$ cat src/design/ngfe_pkg.sv
`default_nettype none

package ngfe_pkg;

	localparam int HDR_LEN = 7;
	localparam int MATCH_W = 3;
	localparam int COMMA_W = 3;
	localparam int POS_W   = 4;
	localparam int FID_W   = 3;

	localparam logic [7:0] LINE_END = 8'h0A;
	localparam logic [7:0] COMMA_CH = 8'h2C;
	localparam logic [7:0] ZERO_CH  = 8'h30;

	localparam logic KIND_BYTE    = 1'b0;
	localparam logic KIND_TIMEOUT = 1'b1;

	localparam logic [COMMA_W-1:0] CM_LAT = 3'd1;
	localparam logic [COMMA_W-1:0] CM_NS  = 3'd2;
	localparam logic [COMMA_W-1:0] CM_LON = 3'd3;
	localparam logic [COMMA_W-1:0] CM_EW  = 3'd4;
	localparam logic [COMMA_W-1:0] CM_FQ  = 3'd5;
	localparam logic [COMMA_W-1:0] CM_SAT = 3'd6;

	localparam logic [FID_W-1:0] FID_LAT = 3'd0;
	localparam logic [FID_W-1:0] FID_NS  = 3'd1;
	localparam logic [FID_W-1:0] FID_LON = 3'd2;
	localparam logic [FID_W-1:0] FID_EW  = 3'd3;
	localparam logic [FID_W-1:0] FID_FQ  = 3'd4;

	typedef struct packed {
		logic       kind;
		logic [7:0] data_byte;
	} in_item_t;

	typedef struct packed {
		logic [FID_W-1:0] field_id;
		logic [POS_W-1:0] char_pos;
		logic [7:0]       char_value;
		logic             has_fix;
		logic             last;
	} out_item_t;

	typedef struct packed {
		logic [7:0] ns;
		logic [7:0] ew;
		logic [7:0] fq;
	} sentence_t;

	typedef struct packed {
		logic [FID_W-1:0] field_id;
		logic [POS_W-1:0] char_pos;
		logic             from_mem;
		logic [7:0]       value;
		logic             has_fix;
		logic             last;
	} issue_t;

	typedef enum logic [2:0] {
		DR_IDLE,
		DR_LAT,
		DR_NS,
		DR_LON,
		DR_EW,
		DR_FQ
	} drain_state_t;

	function automatic logic [7:0] header_char(input logic [MATCH_W-1:0] pos);
		logic [7:0] c;
		case (pos)
			3'd0: c = 8'h24;
			3'd1: c = 8'h47;
			3'd2: c = 8'h50;
			3'd3: c = 8'h47;
			3'd4: c = 8'h47;
			3'd5: c = 8'h41;
			3'd6: c = 8'h2C;
			default: c = 8'h00;
		endcase
		return c;
	endfunction

endpackage

`default_nettype wire

$ cat src/design/ngfe_ram.sv
`default_nettype none

module ngfe_ram #(
	parameter int WIDTH = 8,
	parameter int DEPTH = 30
) (
	input  wire logic                     clk,
	input  wire logic                     we,
	input  wire logic [$clog2(DEPTH)-1:0] waddr,
	input  wire logic [WIDTH-1:0]         wdata,
	input  wire logic                     re,
	input  wire logic [$clog2(DEPTH)-1:0] raddr,
	output      logic [WIDTH-1:0]         rdata
);

	logic [WIDTH-1:0] mem_q [DEPTH];
	logic [WIDTH-1:0] rdata_q;

	always_ff @(posedge clk) begin
		if (we) begin
			mem_q[waddr] <= wdata;
		end
		if (re) begin
			rdata_q <= mem_q[raddr];
		end
	end

	assign rdata = rdata_q;

endmodule

`default_nettype wire

$ cat src/design/ngfe_parse.sv
`default_nettype none

module ngfe_parse
	import ngfe_pkg::*;
#(
	parameter int MAX_FIELD_CHARS = 15,
	parameter int IDX_W           = $clog2(MAX_FIELD_CHARS + 1),
	parameter int ADDR_W          = $clog2(2 * MAX_FIELD_CHARS)
) (
	input  wire logic              clk,
	input  wire logic              arst_n,
	input  wire logic              accept,
	input  wire in_item_t          item,
	output      logic              we,
	output      logic [ADDR_W-1:0] waddr,
	output      logic [7:0]        wdata,
	output      logic              start,
	output      logic [IDX_W-1:0]  lat_len,
	output      logic [IDX_W-1:0]  lon_len,
	output      sentence_t         sent
);

	logic [MATCH_W-1:0] match_q, match_d, match_next;
	logic               found_q, found_d;
	logic [COMMA_W-1:0] comma_q, comma_d;
	logic [IDX_W-1:0]   cidx_q, cidx_d, cidx_inc;
	logic [IDX_W-1:0]   lat_len_q, lat_len_d, lon_len_q, lon_len_d;
	sentence_t          sent_q, sent_d;
	logic [7:0]         b;
	logic               room;

	assign b        = item.data_byte;
	assign cidx_inc = cidx_q + IDX_W'(1);
	assign room     = cidx_q < IDX_W'(MAX_FIELD_CHARS);

	always_comb begin
		if ((match_q < MATCH_W'(HDR_LEN)) && (b == header_char(match_q))) begin
			match_next = match_q + MATCH_W'(1);
		end else if (b == header_char('0)) begin
			match_next = MATCH_W'(1);
		end else begin
			match_next = '0;
		end
	end

	always_comb begin
		match_d   = match_q;
		found_d   = found_q;
		comma_d   = comma_q;
		cidx_d    = cidx_q;
		lat_len_d = lat_len_q;
		lon_len_d = lon_len_q;
		sent_d    = sent_q;
		we        = 1'b0;
		waddr     = ADDR_W'(cidx_q);
		wdata     = b;
		start     = 1'b0;
		if (accept) begin
			if ((item.kind == KIND_TIMEOUT) || (b == LINE_END)) begin
				start     = (item.kind == KIND_BYTE) && found_q;
				match_d   = '0;
				found_d   = 1'b0;
				comma_d   = '0;
				cidx_d    = '0;
				lat_len_d = '0;
				lon_len_d = '0;
				sent_d    = '0;
			end else if (!found_q) begin
				if (match_next == MATCH_W'(HDR_LEN)) begin
					found_d = 1'b1;
					match_d = '0;
				end else begin
					match_d = match_next;
				end
			end else if (b == COMMA_CH) begin
				if (comma_q < CM_SAT) begin
					comma_d = comma_q + COMMA_W'(1);
				end
				cidx_d = '0;
			end else begin
				case (comma_q)
					CM_LAT: begin
						if (room) begin
							we        = 1'b1;
							cidx_d    = cidx_inc;
							lat_len_d = cidx_inc;
						end
					end
					CM_NS: sent_d.ns = b;
					CM_LON: begin
						if (room) begin
							we        = 1'b1;
							waddr     = ADDR_W'(MAX_FIELD_CHARS) + ADDR_W'(cidx_q);
							cidx_d    = cidx_inc;
							lon_len_d = cidx_inc;
						end
					end
					CM_EW: sent_d.ew = b;
					CM_FQ: sent_d.fq = b;
					default: ;
				endcase
			end
		end
	end

	always_ff @(posedge clk or negedge arst_n) begin
		if (!arst_n) begin
			match_q   <= '0;
			found_q   <= 1'b0;
			comma_q   <= '0;
			cidx_q    <= '0;
			lat_len_q <= '0;
			lon_len_q <= '0;
			sent_q    <= '0;
		end else begin
			match_q   <= match_d;
			found_q   <= found_d;
			comma_q   <= comma_d;
			cidx_q    <= cidx_d;
			lat_len_q <= lat_len_d;
			lon_len_q <= lon_len_d;
			sent_q    <= sent_d;
		end
	end

	assign lat_len = lat_len_q;
	assign lon_len = lon_len_q;
	assign sent    = sent_q;

endmodule

`default_nettype wire

$ cat src/design/ngfe_drain.sv
`default_nettype none

module ngfe_drain
	import ngfe_pkg::*;
#(
	parameter int MAX_FIELD_CHARS = 15,
	parameter int IDX_W           = $clog2(MAX_FIELD_CHARS + 1),
	parameter int ADDR_W          = $clog2(2 * MAX_FIELD_CHARS)
) (
	input  wire logic              clk,
	input  wire logic              arst_n,
	input  wire logic              start,
	input  wire logic [IDX_W-1:0]  lat_len,
	input  wire logic [IDX_W-1:0]  lon_len,
	input  wire sentence_t         sent,
	output      logic              busy,
	output      logic              ram_re,
	output      logic [ADDR_W-1:0] ram_raddr,
	input  wire logic [7:0]        ram_rdata,
	output      logic              fld_valid,
	input  wire logic              fld_ready,
	output      out_item_t         fld_item
);

	drain_state_t     state_q, state_d;
	logic [IDX_W-1:0] idx_q;
	logic [IDX_W-1:0] lat_len_q, lon_len_q, cur_len;
	sentence_t        snap_q;
	logic             has_fix_q;
	issue_t           meta, meta_s1;
	logic             valid_s1, adv_s1, issue, field_done;
	out_item_t        item_s2;
	logic             valid_s2;

	assign adv_s1 = valid_s1 && (!valid_s2 || fld_ready);
	assign issue  = (state_q != DR_IDLE) && (!valid_s1 || adv_s1);
	assign busy   = state_q != DR_IDLE;

	always_comb begin
		meta         = '0;
		meta.has_fix = has_fix_q;
		cur_len      = '0;
		ram_raddr    = ADDR_W'(idx_q);
		case (state_q)
			DR_LAT: begin
				cur_len       = lat_len_q;
				meta.field_id = FID_LAT;
				meta.char_pos = POS_W'(idx_q);
				meta.from_mem = lat_len_q != '0;
			end
			DR_NS: begin
				meta.field_id = FID_NS;
				meta.value    = snap_q.ns;
			end
			DR_LON: begin
				cur_len       = lon_len_q;
				meta.field_id = FID_LON;
				meta.char_pos = POS_W'(idx_q);
				meta.from_mem = lon_len_q != '0;
				ram_raddr     = ADDR_W'(MAX_FIELD_CHARS) + ADDR_W'(idx_q);
			end
			DR_EW: begin
				meta.field_id = FID_EW;
				meta.value    = snap_q.ew;
			end
			DR_FQ: begin
				meta.field_id = FID_FQ;
				meta.value    = snap_q.fq;
				meta.last     = 1'b1;
			end
			default: ;
		endcase
		field_done = (cur_len == '0) || (IDX_W'(idx_q + IDX_W'(1)) == cur_len);
		ram_re     = issue && meta.from_mem;
	end

	always_comb begin
		state_d = state_q;
		case (state_q)
			DR_IDLE: if (start) state_d = DR_LAT;
			DR_LAT:  if (issue && field_done) state_d = DR_NS;
			DR_NS:   if (issue) state_d = DR_LON;
			DR_LON:  if (issue && field_done) state_d = DR_EW;
			DR_EW:   if (issue) state_d = DR_FQ;
			DR_FQ:   if (issue) state_d = DR_IDLE;
			default: state_d = DR_IDLE;
		endcase
	end

	always_ff @(posedge clk or negedge arst_n) begin
		if (!arst_n) begin
			state_q  <= DR_IDLE;
			idx_q    <= '0;
			valid_s1 <= 1'b0;
			valid_s2 <= 1'b0;
		end else begin
			state_q <= state_d;
			if (start) begin
				idx_q <= '0;
			end else if (issue) begin
				idx_q <= field_done ? '0 : idx_q + IDX_W'(1);
			end
			valid_s1 <= issue || (valid_s1 && !adv_s1);
			if (adv_s1) begin
				valid_s2 <= 1'b1;
			end else if (fld_ready) begin
				valid_s2 <= 1'b0;
			end
		end
	end

	always_ff @(posedge clk) begin
		if (start) begin
			lat_len_q <= lat_len;
			lon_len_q <= lon_len;
			snap_q    <= sent;
			has_fix_q <= sent.fq != ZERO_CH;
		end
		if (issue) begin
			meta_s1 <= meta;
		end
		if (adv_s1) begin
			item_s2.field_id   <= meta_s1.field_id;
			item_s2.char_pos   <= meta_s1.char_pos;
			item_s2.char_value <= meta_s1.from_mem ? ram_rdata : meta_s1.value;
			item_s2.has_fix    <= meta_s1.has_fix;
			item_s2.last       <= meta_s1.last;
		end
	end

	assign fld_valid = valid_s2;
	assign fld_item  = item_s2;

endmodule

`default_nettype wire

$ cat src/design/nmea_gga_field_extractor.sv
// Channel | Dir | Payload    | Transfer
// rx      | in  | in_item_t  | rx_valid && rx_ready: one receiver byte or a timeout
// fld     | out | out_item_t | fld_valid && fld_ready: one captured character
//
// One rx item per cycle while no sentence is being read out.
// A newline that ends a found sentence holds rx_ready low while the drain
// sequencer reads the captured characters from the character RAM (one read port),
// one character a cycle while fld_ready is high and longer while it is low.
// Reset clears all control and line state; the character RAM is not cleared.
`default_nettype none

module nmea_gga_field_extractor
	import ngfe_pkg::*;
#(
	parameter int MAX_FIELD_CHARS = 15
) (
	input  wire logic      clk,
	input  wire logic      arst_n,
	input  wire logic      rx_valid,
	output      logic      rx_ready,
	input  wire in_item_t  rx_item,
	output      logic      fld_valid,
	input  wire logic      fld_ready,
	output      out_item_t fld_item
);

	localparam int IDX_W  = $clog2(MAX_FIELD_CHARS + 1);
	localparam int DEPTH  = 2 * MAX_FIELD_CHARS;
	localparam int ADDR_W = $clog2(DEPTH);

	logic              accept, start, busy;
	logic              we, re;
	logic [ADDR_W-1:0] waddr, raddr;
	logic [7:0]        wdata, rdata;
	logic [IDX_W-1:0]  lat_len, lon_len;
	sentence_t         sent;

	assign rx_ready = !busy;
	assign accept   = rx_valid && rx_ready;

	ngfe_parse #(
		.MAX_FIELD_CHARS(MAX_FIELD_CHARS),
		.IDX_W(IDX_W),
		.ADDR_W(ADDR_W)
	) u_parse (
		.clk(clk),
		.arst_n(arst_n),
		.accept(accept),
		.item(rx_item),
		.we(we),
		.waddr(waddr),
		.wdata(wdata),
		.start(start),
		.lat_len(lat_len),
		.lon_len(lon_len),
		.sent(sent)
	);

	ngfe_ram #(
		.WIDTH(8),
		.DEPTH(DEPTH)
	) u_ram (
		.clk(clk),
		.we(we),
		.waddr(waddr),
		.wdata(wdata),
		.re(re),
		.raddr(raddr),
		.rdata(rdata)
	);

	ngfe_drain #(
		.MAX_FIELD_CHARS(MAX_FIELD_CHARS),
		.IDX_W(IDX_W),
		.ADDR_W(ADDR_W)
	) u_drain (
		.clk(clk),
		.arst_n(arst_n),
		.start(start),
		.lat_len(lat_len),
		.lon_len(lon_len),
		.sent(sent),
		.busy(busy),
		.ram_re(re),
		.ram_raddr(raddr),
		.ram_rdata(rdata),
		.fld_valid(fld_valid),
		.fld_ready(fld_ready),
		.fld_item(fld_item)
	);

endmodule

`default_nettype wire

$ cat config.mk
export PLATFORM = sky130hd
export DESIGN_NAME = nmea_gga_field_extractor
export DESIGN_NICKNAME = d
export VERILOG_FILES = /design/src/design/ngfe_pkg.sv /design/src/design/ngfe_ram.sv /design/src/design/ngfe_parse.sv /design/src/design/ngfe_drain.sv /design/src/design/nmea_gga_field_extractor.sv
export SDC_FILE = /design/constraint.sdc
export NUM_CORES = 1
export LEC_CHECK = 0
export ABC_AREA = 1
export ABC_CLOCK_PERIOD_IN_PS = 6800
export BUFFER_PORTS_ARGS = -buffer_cell sky130_fd_sc_hd__clkbuf_2
export CORE_ASPECT_RATIO = 0.75
export CORE_MARGIN = 2
export CORE_UTILIZATION = 30
export DETAILED_ROUTE_END_ITERATION = 12
export PLACE_DENSITY_LB_ADDON = 0.25
export SETUP_SLACK_MARGIN = 0.15
export SLEW_MARGIN = 20
export SYNTH_ARGS = -nofsm -noshare
export SYNTH_HDL_FRONTEND = slang
export SYNTH_SLANG_ARGS = --single-unit
$ cat constraint.sdc
create_clock -name clk -period 6.8 [get_ports clk]
set_input_delay 1.02 -clock clk [delete_from_list [all_inputs] [get_ports clk]]
set_output_delay 1.02 -clock clk [all_outputs]
set_load 0.01 [all_outputs]
==> metrics.md <==
| Metric | Value |
|---|---|
| P_leak | `6.79 nW` |
| Initial Util | `0.304` |
| RR Startpoint | `u_drain.state_q[2]` |
| Syn Inst Count | `1,405` |
| RSZ-0062 raised after global routing | `false` |
| Syn nets | `1,433` |
| GRT overflow | `0` |
| Setup crit end kind | `register` |
| HP Start | `u_drain.has_fix_q` |
| Ys Warns | `0` |
| Slowest-stage cell, CP | `clkinv_2` |
| Async SR Flop Fraction | `0.141` |
| Initial drt markers | `1,053` |
| Status | `complete, no violations` |
| Post-synth top area share | `0.606` |
| Setup crit start kind | `register` |
| DRT antenna net count | `0` |
| Number of nets in the layout | `1,469` |
| Max incr delay on CP | `0.94 ns` |
| IO Port Bufs | `31` |
| Seq/Total Area, Yosys | `0.689` |
| # hold bufs at CTS | `0` |
| Peak supply drop | `0.000178 V` |
| Mux cell area share after synthesis | `0.00767` |
| Seq cells post-synth | `368` |
| N_diodes | `0` |
| Register-to-Register Path Depth | `12` |
| Worst Max-Slew Pin Slew | `0.956 ns` |
| Synth Area per Inst | `between 10 and 15 µm²` |
| WHS Path Cells | `0` |
| Reg2Reg Capture Point | `u_ram.rdata[6]` |
| PostCTS Resize Cnt | `0` |
| Top layer in use | `met5` |
| Clk_skew | `0.0142 ns` |
| Worst skew pair latency | `between 0.5 and 0.6 ns` |
| Final Hold Fails | `0` |
| Postcts setup bufs | `0` |
| Min Tclk post-route | `4.46 ns` |
| Ys flop type | `edfxtp_1` |
| Final setup viols | `0` |
| H-tree depth | `2` |
| Most area-hungry cell type in the Yosys netlist | `edfxtp_1` |
| Largest net degree at the start of global routing | `66` |
| DR WL/cell | `18.3 µm` |
| Fin worst setup slack | `2.34 ns` |
| Synth Area in Compound Gates | `0.0564` |
| Non-Filler Instances | `roughly 2,200` |
| Main combinational cell family by area after synthesis | `simple AND/OR/NAND/NOR gates` |
| GRT Util Overall | `0.151` |
| Number of global-route vias before repair | `about 9,900` |
| Most common cell in the netlist | `nand2_1` |
| Worst Setup Path Type | `register to register` |
| Core Rows | `between 70 and 80` |
| Via count | `10,300` |
| Die height | `202 µm` |
| Clk buf depth | `3` |
| CTS Sinks | `368` |
| Crit-path max FO | `65` |
| WHS | `0.419 ns` |
| Pre-CTS setup slack | `2.32 ns` |
| Share of layout cells above drive strength 1 | `0.105` |
| Multi-input logic area | `4360 µm²` |
| Worst hold path class | `register to register` |
| Period utilization | `0.656` |
| TritonCTS buffer count | `41` |
| PD cells | `420 nW/µm²` |
| Clock Root Buffer | `clkbuf_16` |
| Gpl congestion | `0.807` |
| Clock transition at the registers of the reported paths | `approximately 0.060 ns` |
| R2r setup slk | `2.34 ns` |
| Met3 wire len | `2680 µm` |
| Placed cell count | `between 2,000 and 2,500` |
| Critical Path RT | `7.10 ns` |
| Vias/cell | `approximately 4.7` |
| DIE AREA | `54,000 µm²` |
| Post-synthesis simple-gate area fraction | `0.196` |
| Detailed Route WL | `39,800 µm` |
| Adder-Cell Fraction of Synth Area | `0.0120` |
| Max Cap Viol | `0` |
| CTS tree | `built` |
| CP arrival | `4.77 ns` |
| Hold Path Sink | `u_drain.meta_s1[1]` |
| Met1 WL | `19,900 µm` |
| Synth Cell Area | `15,700 µm²` |
| Io pins | `32` |
| Sequential cell area | `between 10,000 and 15,000 µm²` |
| Slew Viols, Final | `0` |
| Max-slew headroom | `0.362` |
| Post-synthesis cell type count | `39` |
| DRT Pass-1 Iters | `5` |
| First-pass GRT wire length | `61,600 µm` |
| Fillers | `5,147` |
| Post-synth EDFFs | `316` |
| Remaining DRCs | `0` |
| Core Region | `51,500 µm²` |
| Post-route setup TNS | `0 ns` |
| Area grow syn2layout | `14.4%` |
| Top area cells in the synthesized netlist | `edfxtp_1, nand2_1, dfrtp_1` |
| Antenna violations before repair | `2` |
| DP HPWL | `between 20,000 and 30,000 µm` |
| Post-synthesis xor/xnor area fraction | `0.00448` |
| CP cell instances | `inv_2 -> nand3_2 -> inv_2 -> ha_4 -> clkinv_2 -> buf_4 -> nand2_1 -> nand2_1 -> o211ai_1 -> nand3_1 -> nand3_1 -> nand2_1` |
| Die Wd | `roughly 270 µm` |
| Top cell types by occurrence after synthesis | `nand2_1, edfxtp_1, nand3_1` |
| Fmax | `224 MHz` |
| Met2 wire length | `between 15,000 and 20,000 µm` |
| Cell mode on critical path | `nand2_1` |
-- through the flow --
step                cell area (µm²)  power [mW]   util
global route                  17900        7.98  0.347
finish                        17900        7.52  0.347
detailed placement            16600        5.40  0.322
global placement              16600        5.41  0.322
floorplan                     15700        4.56      -
CTS                           17900        7.56  0.347
-- layout make-up --
type	count	area share
Sequential cell	368	0.603
Multi-Input combinational cell	905	0.244
Clock buffer	52	0.0630
Tap cell	703	0.0491
Inverter	77	0.0162
Timing Repair Buffer	48	0.0158
Clock inverter	19	0.00923
-- layout by cell type, fill, tap and decap left out, drive strengths merged, types with 7 or more instances in the layout --
master / count
o211ai: 59
clkbuf: 83
ha: 15
nand2: 503
dfrtp: 52
nor2: 85
a21oi: 14
nor3: 8
a31o: 7
nand3: 130
inv: 77
edfxtp: 316
clkinv: 15
o21ai: 44
buf: 17
mux2: 8
-- cell families (layout without fill, tap and decap cells) --
| logic type | count (synthesis) | count (layout) |
|---|---|---|
| simple gates | 736 | 736 |
| flops | 368 | 368 |
| compound gates | 135 | 135 |
| buf+inv | 132 | 196 |
| fa+ha+maj | 15 | 15 |
| mux | 11 | 11 |
| xor+xnor | 8 | 8 |
-- critical path: cells and delay by family (launching register included) --
kind	cells	cell delay [ns]
AO/OA/AOI/OAI	1	0.21
AND/OR/NAND/NOR	6	0.77
flip-flops	1	0.64
adder cells (fa/ha/maj)	1	0.69
buffers and inverters	4	1.84
-- flip-flops by register name (all words and copies together) (netlist names) --
name	count
u_ram.mem_q	240
u_drain.snap_q	24
u_parse.sent	24
u_drain.meta_s1	18
u_drain.fld_item	17
u_ram.rdata	8
u_drain.idx_q	4
u_drain.lat_len_q	4
u_drain.lon_len_q	4
u_parse.cidx_q	4
u_parse.lat_len	4
u_parse.lon_len	4
u_drain.state_q	3
u_parse.comma_q	3
u_parse.match_q	3
u_drain.fld_valid	1
u_drain.has_fix_q	1
u_drain.valid_s1	1
u_parse.found_q	1
-- how the worst max path moves through the flow --
stage / from / endpoint / slack [ns] / cells past startpoint
floorplan: rx_item[6] / u_drain.state_q[2] / 2.28 / 10
global placement: u_drain.state_q[2] / u_ram.rdata[3] / 2.40 / 12
detailed placement: u_drain.state_q[2] / u_ram.rdata[4] / 2.32 / 12
CTS: u_drain.state_q[2] / u_ram.rdata[4] / 2.31 / 12
global route: u_drain.state_q[2] / u_ram.rdata[4] / 1.91 / 12
finish: u_drain.state_q[2] / u_ram.rdata[6] / 2.34 / 12
-- layer usage --
| metal | up-vias | track usage |
|---|---|---|
| met5 | - | 0 |
| met4 | 2 | 0.0343 |
| met3 | 42 | 0.0376 |
| met2 | 283 | 0.211 |
| met1 | 5000 | 0.232 |
| li1 | 4943 | - |
-- power breakdown --
part | switching, mW | total (mW) | leakage (nW) | internal, mW
combinational | 1.70 | 2.39 | 2.59 | 0.682
sequential | 0.198 | 2.99 | 3.57 | 2.79
clock | 0.886 | 2.14 | 0.635 | 1.25
total | 2.79 | 7.52 | 6.79 | 4.73
Power figures use the tool's default switching activity.
